**config.mk**
```make
export PLATFORM = sky130hd
export DESIGN_NAME = decimal_accumulator_cpu_step_top_flat
export DESIGN_NICKNAME = d
export VERILOG_FILES = /design/src/sv/dacc_pkg.sv /design/src/sv/dacc_if.sv /design/src/sv/dacc_ram.sv /design/src/sv/decimal_accumulator_cpu_step_top.sv /design/src/flat_wrapper.sv
export VERILOG_INCLUDE_DIRS = /design/src /design/src/sv
export SDC_FILE = /design/constraint.sdc
export NUM_CORES = 2
export LEC_CHECK = 0
export BUFFER_PORTS_ARGS = -buffer_cell sky130_fd_sc_hd__clkbuf_2
export CORE_MARGIN = 10
export CORE_UTILIZATION = 30
export DETAILED_ROUTE_END_ITERATION = 8
export REMOVE_ABC_BUFFERS = 1
export SLEW_MARGIN = 20
export SYNTH_ARGS = -nofsm -noshare
export SYNTH_HDL_FRONTEND = slang
export SYNTH_SLANG_ARGS = --single-unit
```
**constraint.sdc**
```tcl
create_clock -name clk -period 27.5 [get_ports clk]
set_clock_uncertainty 0.2 [all_clocks]
set_input_delay 0 -clock clk [delete_from_list [all_inputs] [get_ports clk]]
set_output_delay 0 -clock clk [all_outputs]
set_load 0.1 [all_outputs]
```
**src/sv/decimal_accumulator_cpu_step_top_assert.svh**
```systemverilog
// ----------------------------------------------------------------------------
// Assertion macros for the decimal accumulator step engine
// Expect clk and rst_n in the scope where they are used.
// ----------------------------------------------------------------------------
`ifndef DECIMAL_ACCUMULATOR_CPU_STEP_TOP_ASSERT_SVH
`define DECIMAL_ACCUMULATOR_CPU_STEP_TOP_ASSERT_SVH

// same-cycle implication
`define DACC_ASSERT_IMPL(label, ante, cons) \
    label: assert property (@(posedge clk) disable iff (!rst_n) (ante) |-> (cons)) \
        else $error("dacc assertion failed: same-cycle implication");

// next-cycle implication
`define DACC_ASSERT_NEXT(label, ante, cons) \
    label: assert property (@(posedge clk) disable iff (!rst_n) (ante) |=> (cons)) \
        else $error("dacc assertion failed: next-cycle implication");

`endif

```
**src/sv/dacc_pkg.sv**
```systemverilog
// ----------------------------------------------------------------------------
// dacc_pkg
// Shared constants, codes and decode helpers for the decimal accumulator.
// ----------------------------------------------------------------------------
package dacc_pkg;

    localparam int MEM_WORDS  = 100;
    localparam int WORD_BITS  = 16;
    localparam int ADDR_W     = $clog2(MEM_WORDS);

    localparam int PC_W       = 7;
    localparam int LEN_W      = 7;
    localparam int OP_W       = 2;
    localparam int FIELD_W    = 16;
    localparam int FAULT_W    = 2;
    localparam int APB_DATA_W = 32;
    localparam int APB_ADDR_W = 3;

    typedef logic [WORD_BITS-1:0] word_t;
    typedef logic [PC_W-1:0]      pc_t;

    // transaction op codes
    localparam logic [OP_W-1:0] OP_LOAD    = 2'd0;
    localparam logic [OP_W-1:0] OP_STEP    = 2'd1;
    localparam logic [OP_W-1:0] OP_RESTART = 2'd2;

    // fault codes
    localparam logic [FAULT_W-1:0] FAULT_NONE   = 2'd0;
    localparam logic [FAULT_W-1:0] FAULT_HALTED = 2'd1;
    localparam logic [FAULT_W-1:0] FAULT_RANGE  = 2'd2;

    // register index (paddr[2])
    localparam logic REG_PROGRAM_LENGTH = 1'b0;

    typedef enum logic [2:0] {
        OPC_NOP    = 3'd0,
        OPC_ADD    = 3'd1,
        OPC_SUB    = 3'd2,
        OPC_STORE  = 3'd3,
        OPC_LOAD   = 3'd5,
        OPC_BRANCH = 3'd6,
        OPC_BRZ    = 3'd7
    } opcode_t;

    typedef struct packed {
        opcode_t opcode;
        pc_t     addr;
    } instr_t;

    // Decimal split of an instruction word. Only words below 800 carry a
    // live opcode, so the hundreds digit comes from seven compares.
    function automatic instr_t decode(word_t w);
        logic [9:0] low;
        logic [9:0] base;
        logic [2:0] q;
        instr_t     r;
        low = w[9:0];
        q   = 3'd0;
        for (int k = 1; k < 8; k++) begin
            if (low >= 10'(k * 100))
                q = 3'(k);
        end
        base   = 10'(q) * 10'd100;
        r.addr = 7'(low - base);
        if (w[WORD_BITS-1] || (w >= word_t'(800))) begin
            r.opcode = OPC_NOP;
        end else begin
            case (q)
                OPC_ADD:    r.opcode = OPC_ADD;
                OPC_SUB:    r.opcode = OPC_SUB;
                OPC_STORE:  r.opcode = OPC_STORE;
                OPC_LOAD:   r.opcode = OPC_LOAD;
                OPC_BRANCH: r.opcode = OPC_BRANCH;
                OPC_BRZ:    r.opcode = OPC_BRZ;
                default:    r.opcode = OPC_NOP;
            endcase
        end
        return r;
    endfunction

    function automatic word_t word_from_field(logic signed [FIELD_W-1:0] v);
        return WORD_BITS'(v);
    endfunction

endpackage

```
**src/sv/dacc_if.sv**
```systemverilog
// ----------------------------------------------------------------------------
// dacc channel interfaces
// Command and response channels, valid/ready handshake.
// ----------------------------------------------------------------------------
interface dacc_cmd_if;
    import dacc_pkg::*;

    logic                      valid;
    logic                      ready;
    logic [OP_W-1:0]           op;
    logic [PC_W-1:0]           load_address;
    logic signed [FIELD_W-1:0] load_word;

    modport source (output valid, output op, output load_address, output load_word,
                    input ready);
    modport sink   (input valid, input op, input load_address, input load_word,
                    output ready);
endinterface

interface dacc_rsp_if;
    import dacc_pkg::*;

    logic                      valid;
    logic                      ready;
    logic [PC_W-1:0]           pc;
    logic signed [FIELD_W-1:0] accumulator;
    logic                      halted;
    logic [FAULT_W-1:0]        fault;

    modport source (output valid, output pc, output accumulator, output halted,
                    output fault, input ready);
    modport sink   (input valid, input pc, input accumulator, input halted,
                    input fault, output ready);
endinterface

```
**src/sv/dacc_ram.sv**
```systemverilog
// ----------------------------------------------------------------------------
// dacc_ram
// Generic simple dual-port RAM, one write and one registered read per cycle.
// ----------------------------------------------------------------------------
module dacc_ram #(
    parameter int WIDTH = 16,
    parameter int DEPTH = 100
) (
    input  logic                     clk,
    input  logic                     we,
    input  logic [$clog2(DEPTH)-1:0] waddr,
    input  logic [WIDTH-1:0]         wdata,
    input  logic [$clog2(DEPTH)-1:0] raddr,
    output logic [WIDTH-1:0]         rdata
);

    logic [WIDTH-1:0] mem_reg [DEPTH];
    logic [WIDTH-1:0] rdata_reg;

    always_ff @(posedge clk)
    begin
        if (we)
        begin
            mem_reg[waddr] <= wdata;
        end
        rdata_reg <= mem_reg[raddr];
    end

    assign rdata = rdata_reg;

endmodule

```
**src/sv/decimal_accumulator_cpu_step_top.sv**
```systemverilog
// ----------------------------------------------------------------------------
// decimal_accumulator_cpu_step_top
// One transaction at a time; no new command is taken until the last one has
// left S_DONE, since the single program memory port serves the fetch,
// operand and halt-check reads in turn.
// A response may wait in the output register while the next command is taken.
// rst_n (async, active low) clears PC, accumulator and program_length;
// program memory is not cleared and holds nothing until loaded.
// ----------------------------------------------------------------------------
`include "decimal_accumulator_cpu_step_top_assert.svh"

module decimal_accumulator_cpu_step_top (
    input  logic                              clk,
    input  logic                              rst_n,
    input  logic                              psel,
    input  logic                              penable,
    input  logic                              pwrite,
    input  logic [dacc_pkg::APB_ADDR_W-1:0]   paddr,
    input  logic [dacc_pkg::APB_DATA_W-1:0]   pwdata,
    output logic [dacc_pkg::APB_DATA_W-1:0]   prdata,
    output logic                              pready,
    dacc_cmd_if.sink                          cmd,
    dacc_rsp_if.source                        rsp
);

    import dacc_pkg::*;

    typedef enum logic [2:0] {
        S_IDLE,
        S_DEC,
        S_OPER,
        S_CHK,
        S_CHKW,
        S_DONE
    } state_t;

    state_t               state_reg, state_next;
    pc_t                  pc_reg, pc_next;
    word_t                acc_reg, acc_next;
    logic [LEN_W-1:0]     len_reg, len_next;
    opcode_t              opc_reg, opc_next;
    logic                 halted_reg, halted_next;
    logic [FAULT_W-1:0]   fault_reg, fault_next;

    logic                 out_valid_reg, out_valid_next;
    pc_t                  out_pc_reg, out_pc_next;
    logic [FIELD_W-1:0]   out_acc_reg, out_acc_next;
    logic                 out_halted_reg, out_halted_next;
    logic [FAULT_W-1:0]   out_fault_reg, out_fault_next;

    logic                 ram_we;
    logic [ADDR_W-1:0]    ram_waddr;
    word_t                ram_wdata;
    logic [ADDR_W-1:0]    ram_raddr;
    word_t                ram_rdata;

    logic [LEN_W-1:0]     used_len;
    logic                 cmd_fire;
    logic                 cfg_we;
    instr_t               dec;

    dacc_ram #(
        .WIDTH (WORD_BITS),
        .DEPTH (MEM_WORDS)
    ) u_mem (
        .clk   (clk),
        .we    (ram_we),
        .waddr (ram_waddr),
        .wdata (ram_wdata),
        .raddr (ram_raddr),
        .rdata (ram_rdata)
    );

    // APB register access
    assign pready = 1'b1;
    assign cfg_we = psel && penable && pwrite && (paddr[2] == REG_PROGRAM_LENGTH);
    assign prdata = (paddr[2] == REG_PROGRAM_LENGTH) ? APB_DATA_W'(len_reg) : '0;

    assign used_len  = (len_reg > LEN_W'(MEM_WORDS)) ? LEN_W'(MEM_WORDS) : len_reg;
    assign cmd.ready = (state_reg == S_IDLE);
    assign cmd_fire  = cmd.valid && cmd.ready;
    assign dec       = decode(ram_rdata);

    assign rsp.valid       = out_valid_reg;
    assign rsp.pc          = out_pc_reg;
    assign rsp.accumulator = out_acc_reg;
    assign rsp.halted      = out_halted_reg;
    assign rsp.fault       = out_fault_reg;

    always_comb
    begin
        state_next      = state_reg;
        pc_next         = pc_reg;
        acc_next        = acc_reg;
        len_next        = cfg_we ? pwdata[LEN_W-1:0] : len_reg;
        opc_next        = opc_reg;
        halted_next     = halted_reg;
        fault_next      = fault_reg;
        out_valid_next  = out_valid_reg && !rsp.ready;
        out_pc_next     = out_pc_reg;
        out_acc_next    = out_acc_reg;
        out_halted_next = out_halted_reg;
        out_fault_next  = out_fault_reg;

        ram_we    = 1'b0;
        ram_waddr = cmd.load_address[ADDR_W-1:0];
        ram_wdata = word_from_field(cmd.load_word);
        ram_raddr = pc_reg[ADDR_W-1:0];

        case (state_reg)
            S_IDLE:
            begin
                if (cmd_fire)
                begin
                    fault_next = FAULT_NONE;
                    case (cmd.op)
                        OP_LOAD:
                        begin
                            if (cmd.load_address < PC_W'(MEM_WORDS))
                                ram_we = 1'b1;
                            state_next = S_CHK;
                        end
                        OP_STEP:
                        begin
                            // fetch read at pc goes out this cycle
                            if (pc_reg >= used_len)
                            begin
                                fault_next  = FAULT_HALTED;
                                halted_next = 1'b1;
                                state_next  = S_DONE;
                            end
                            else
                            begin
                                state_next = S_DEC;
                            end
                        end
                        OP_RESTART:
                        begin
                            pc_next    = '0;
                            acc_next   = '0;
                            state_next = S_CHK;
                        end
                        default:
                        begin
                            state_next = S_CHK;
                        end
                    endcase
                end
            end

            S_DEC:
            begin
                opc_next = dec.opcode;
                if (ram_rdata == '0)
                begin
                    fault_next  = FAULT_HALTED;
                    halted_next = 1'b1;
                    state_next  = S_DONE;
                end
                else
                begin
                    case (dec.opcode)
                        OPC_ADD, OPC_SUB, OPC_LOAD:
                        begin
                            if (dec.addr >= used_len)
                            begin
                                fault_next  = FAULT_RANGE;
                                halted_next = 1'b0;
                                state_next  = S_DONE;
                            end
                            else
                            begin
                                ram_raddr  = dec.addr[ADDR_W-1:0];
                                state_next = S_OPER;
                            end
                        end
                        OPC_STORE:
                        begin
                            if (dec.addr >= used_len)
                            begin
                                fault_next  = FAULT_RANGE;
                                halted_next = 1'b0;
                                state_next  = S_DONE;
                            end
                            else
                            begin
                                ram_we    = 1'b1;
                                ram_waddr = dec.addr[ADDR_W-1:0];
                                ram_wdata = acc_reg;
                                // zero stored onto the current word halts in place
                                if (!((dec.addr == pc_reg) && (acc_reg == '0)))
                                    pc_next = pc_reg + 7'd1;
                                state_next = S_CHK;
                            end
                        end
                        OPC_BRANCH:
                        begin
                            pc_next    = dec.addr;
                            state_next = S_CHK;
                        end
                        OPC_BRZ:
                        begin
                            pc_next    = (acc_reg == '0) ? dec.addr : pc_reg + 7'd1;
                            state_next = S_CHK;
                        end
                        default:
                        begin
                            pc_next    = pc_reg + 7'd1;
                            state_next = S_CHK;
                        end
                    endcase
                end
            end

            S_OPER:
            begin
                case (opc_reg)
                    OPC_ADD: acc_next = acc_reg + ram_rdata;
                    OPC_SUB: acc_next = acc_reg - ram_rdata;
                    default: acc_next = ram_rdata;
                endcase
                pc_next    = pc_reg + 7'd1;
                state_next = S_CHK;
            end

            S_CHK:
            begin
                // read at pc issued here; its word is used only when pc is inside the program
                if (pc_reg >= used_len)
                begin
                    halted_next = 1'b1;
                    state_next  = S_DONE;
                end
                else
                begin
                    state_next = S_CHKW;
                end
            end

            S_CHKW:
            begin
                halted_next = (ram_rdata == '0);
                state_next  = S_DONE;
            end

            S_DONE:
            begin
                if (!out_valid_reg || rsp.ready)
                begin
                    out_valid_next  = 1'b1;
                    out_pc_next     = pc_reg;
                    out_acc_next    = FIELD_W'(acc_reg);
                    out_halted_next = halted_reg;
                    out_fault_next  = fault_reg;
                    state_next      = S_IDLE;
                end
            end

            default:
            begin
                state_next = S_IDLE;
            end
        endcase
    end

    always_ff @(posedge clk or negedge rst_n)
    begin
        if (!rst_n)
        begin
            state_reg      <= S_IDLE;
            pc_reg         <= '0;
            acc_reg        <= '0;
            len_reg        <= '0;
            opc_reg        <= OPC_NOP;
            halted_reg     <= 1'b0;
            fault_reg      <= FAULT_NONE;
            out_valid_reg  <= 1'b0;
            out_pc_reg     <= '0;
            out_acc_reg    <= '0;
            out_halted_reg <= 1'b0;
            out_fault_reg  <= FAULT_NONE;
        end
        else
        begin
            state_reg      <= state_next;
            pc_reg         <= pc_next;
            acc_reg        <= acc_next;
            len_reg        <= len_next;
            opc_reg        <= opc_next;
            halted_reg     <= halted_next;
            fault_reg      <= fault_next;
            out_valid_reg  <= out_valid_next;
            out_pc_reg     <= out_pc_next;
            out_acc_reg    <= out_acc_next;
            out_halted_reg <= out_halted_next;
            out_fault_reg  <= out_fault_next;
        end
    end

    // a step that found the machine halted must still report it halted
    `DACC_ASSERT_IMPL(a_halt_fault, out_valid_reg && (out_fault_reg == FAULT_HALTED), out_halted_reg)
    // an operand range fault leaves a live word at pc
    `DACC_ASSERT_IMPL(a_range_fault, out_valid_reg && (out_fault_reg == FAULT_RANGE), !out_halted_reg)
    // a running machine has its pc inside the program
    `DACC_ASSERT_IMPL(a_pc_in_prog, out_valid_reg && !out_halted_reg, out_pc_reg < used_len)
    // one transaction in flight at a time
    `DACC_ASSERT_NEXT(a_one_at_a_time, cmd_fire, !cmd.ready)

endmodule
```
**src/flat_wrapper.sv**
```systemverilog
// flat-port wrapper written by rule: the top's interface ports become plain ports
module decimal_accumulator_cpu_step_top_flat import dacc_pkg::*;
  (clk, rst_n, psel, penable, pwrite, paddr, pwdata, prdata, pready, cmd_valid, cmd_op, cmd_load_address, cmd_load_word, cmd_ready, rsp_valid, rsp_pc, rsp_accumulator, rsp_halted, rsp_fault, rsp_ready);
  dacc_cmd_if cmd_i ();
  dacc_rsp_if rsp_i ();
  input  logic clk;
  input  logic rst_n;
  input  logic psel;
  input  logic penable;
  input  logic pwrite;
  input  logic [dacc_pkg::APB_ADDR_W-1:0] paddr;
  input  logic [dacc_pkg::APB_DATA_W-1:0] pwdata;
  output logic [dacc_pkg::APB_DATA_W-1:0] prdata;
  output logic pready;
  input wire logic [$bits(cmd_i.valid)-1:0] cmd_valid;
  input wire logic [$bits(cmd_i.op)-1:0] cmd_op;
  input wire logic [$bits(cmd_i.load_address)-1:0] cmd_load_address;
  input wire logic [$bits(cmd_i.load_word)-1:0] cmd_load_word;
  output wire logic [$bits(cmd_i.ready)-1:0] cmd_ready;
  output wire logic [$bits(rsp_i.valid)-1:0] rsp_valid;
  output wire logic [$bits(rsp_i.pc)-1:0] rsp_pc;
  output wire logic [$bits(rsp_i.accumulator)-1:0] rsp_accumulator;
  output wire logic [$bits(rsp_i.halted)-1:0] rsp_halted;
  output wire logic [$bits(rsp_i.fault)-1:0] rsp_fault;
  input wire logic [$bits(rsp_i.ready)-1:0] rsp_ready;
  assign cmd_i.valid = cmd_valid;
  assign cmd_i.op = cmd_op;
  assign cmd_i.load_address = cmd_load_address;
  assign cmd_i.load_word = cmd_load_word;
  assign cmd_ready = cmd_i.ready;
  assign rsp_valid = rsp_i.valid;
  assign rsp_pc = rsp_i.pc;
  assign rsp_accumulator = rsp_i.accumulator;
  assign rsp_halted = rsp_i.halted;
  assign rsp_fault = rsp_i.fault;
  assign rsp_i.ready = rsp_ready;
  decimal_accumulator_cpu_step_top u_core (.clk(clk), .rst_n(rst_n), .psel(psel), .penable(penable), .pwrite(pwrite), .paddr(paddr), .pwdata(pwdata), .prdata(prdata), .pready(pready), .cmd(cmd_i), .rsp(rsp_i));
endmodule
```
==> metrics <==
FMAX=between 90 and 100 MHz; DIE AREA=256000 um2; time the worst path needs with I/O delays and setup=10040 ps; PortBufs=74; Final ANT Viol Nets=0; hpwl dp=122000 um; mapped cell area=approximately 71000 um2; placed cell count=between 8000 and 9000; CORE AREA=around 230000 um2; 1st-iter DRT viols=between 5000 and 6000; Routed WL per cell=~23 um; max cap viols=0; largest net degree at the start of global routing=168; Reg power frac=0.390; vias per cell=5.16; clock power share=0.297; clock sink total=1682; Worst setup EP type=flop; PwrDens=92.6 nW/um2; Die X=506 um; final setup margin=17460 ps; Netlist cell types=89; finished layout cell area=81400 um2; outcome=completed; Die Height=506 um; layout cells sized above 1=0.106; clock buffer depth=3; postcts setup bufs=0; mean area per synthesized cell=12.8 um2; Area Growth Syn to Fin=14.9%; Initial Util=0.301; worst hold path type=input pin to flop; Fin. Hold Viols=0; CP Data Arrival Time=10530 ps; DRC=0; final std cells w/o fill=9000; DR pass1 iterations=7; final design utilization=0.346; async set-reset flop share out of synthesis=0.0392; vias in the first global route=44100; sequential fraction of the synthesis area=0.706; Max FO, Critical Path=121; Switching Power=2.74 mW; via count=46400; Combinational Power Share=0.313; RD Place Congestion=0.872; FP Rows=178; number of flip-flops under the largest register name=between 1500 and 2000; Setup TNS=0 ps; Post-synth EDFFs=1600; Placement Setup Slack=17720 ps; first-pass GRT wire length=300000 um; Slew Limit Fails=0; sw frac=0.364; final cycle utilization of the critical path=0.365; placed cell area=75400 um2; Worst IR Drop VDD=94.4 uV; Worst-path clk slew=60 ps; CTS tree=done; internal power=between 4 and 5 mW; CTS Buf Count=169; nets=5811; Ports=around 130; Critical Path Start Type=flop; Post-CTS Hold Fix Bufs=60; initial antenna violation count=17; Ys Warns=0; static leakage=27.2 nW; grt ovf=0; later-pin clock latency in the skew report=820 ps; Worst-Margin Slew=1240 ps; max_slew headroom=0.164; count of final setup violators=0; Post-Syn Instances=5539; FF+latch count, synth=roughly 1700; Total GRT Usage=0.154; Power Total=7.53 mW; Crit path required time=27990 ps; WHS=about 70 ps; RSZ-0062 raised after global routing=no; Setup CP Type=flop to flop; DRT Wirelength=206000 um; clock root buffer=clkbuf_16; CTS HTree Levels=4; cts repair resizes=0; Primary FF master, synth=edfxtp_1
[critical path, cell delays in order, from the launching register on]
cell	delay, ps
dfxtp_1	420
nor2_1	380
nor2_1	90
a41oi_1	270
a22oi_1	100
nor2_1	110
a21oi_1	100
ha_2	260
fa_1	1040
clkinv_1	530
ha_1	340
a21o_1	150
a31oi_1	540
o2111ai_4	220
mux2i_4	310
buf_4	410
buf_4	630
buf_4	760
buf_12	550
mux2i_1	160
a221oi_1	390
a31oi_1	150
a211oi_1	920
and4_1	540
[final cells by class]
class                      instances  area, um2
fill                           22500     154000
sequential                      1682      50000
inverter                          27        101
clock inverter                   104        873
clock buffer                     207       4490
timing repair buffer             337       2560
tap                             3150       3940
multi-input combinational       3487      19400
antenna                            6       15.0
[kinds of logic after synthesis]
| logic type | Yosys count | share of synthesized area |
|---|---|---|
| AOI/OAI and AO/OA | 638 | 0.0590 |
| xor gates and xnor gates | 40 | 0.00495 |
| adders and majority gates | 40 | 0.00728 |
| buffers and inverters | 394 | 0.0258 |
| DFF | 1682 | 0.706 |
| muxes | 322 | 0.0466 |
| other | 2 | 0.000106 |
| and+or+nand+nor | 2421 | 0.150 |
[power by group through the flow]
stage	combinational [mW]	sequential, mW	clock [mW]
finish	2.36	2.94	2.23
global placement	2.27	2.99	0
global route	2.52	2.95	2.37
floorplan	1.68	3.08	0
detailed placement	2.31	2.99	0
CTS	2.33	2.94	2.27
[Yosys cell counts (38+ instances only)]
master       n  area, um2
edfxtp_1  1600      48000
a31oi_1     55        344
a21oi_1    244       1220
nor2_1     164        616
nand3_1    528       2640
nor3_1     105        526
mux2i_1    279       2790
ha_1        38        475
clkbuf_1   164        616
buf_2      122        611
a211oi_1    45        338
buf_4       46        345
mux2_2      40        450
o21ai_0     56        280
a311oi_1    48        420
nand2b_1    56        350
dfrtp_1     66       1650
nand2_1   1397       5240
[path summary, 6_finish.rpt]
check	from	end	slack, ps	depth (start not counted)
worst min register to register	u_core.rsp.accumulator[8]	u_core.rsp.accumulator[8]	300	1
worst max register to register	u_core.u_mem.rdata[3]	u_core.u_mem.rdata[3]	17460	23
worst max-delay path	u_core.u_mem.rdata[3]	u_core.u_mem.rdata[3]	17460	23
max in group asynchronous	rst_n	u_core.len_reg[2]	26640	4
min in group asynchronous	rst_n	u_core.acc_reg[1]	120	4
worst min-delay path	cmd_load_word[0]	u_core.u_mem.mem_reg[39][0]	70	4
[cell usage in the layout (no fill, tap or decap), drive strengths merged, types with 56 or more instances in the layout]
cell	n
a21oi	244
a31oi	56
buf	205
clkbuf	280
clkinv	86
dfrtp	66
dlygate4sd3	59
edfxtp	1600
mux2i	282
nand2	1397
nand2b	56
nand3	528
nor2	165
nor3	105
o21ai	65
[per-layer routing]
layer	vias to the layer above	part of all wire	GRT usage
met5	-	0.00027	0
met3	369	0.087	0.0301
li1	20700	-	-
met2	2102	0.47	0.246
met1	23200	0.41	0.207
met4	8	0.035	0.0544
(Power assumes the default switching activity.)
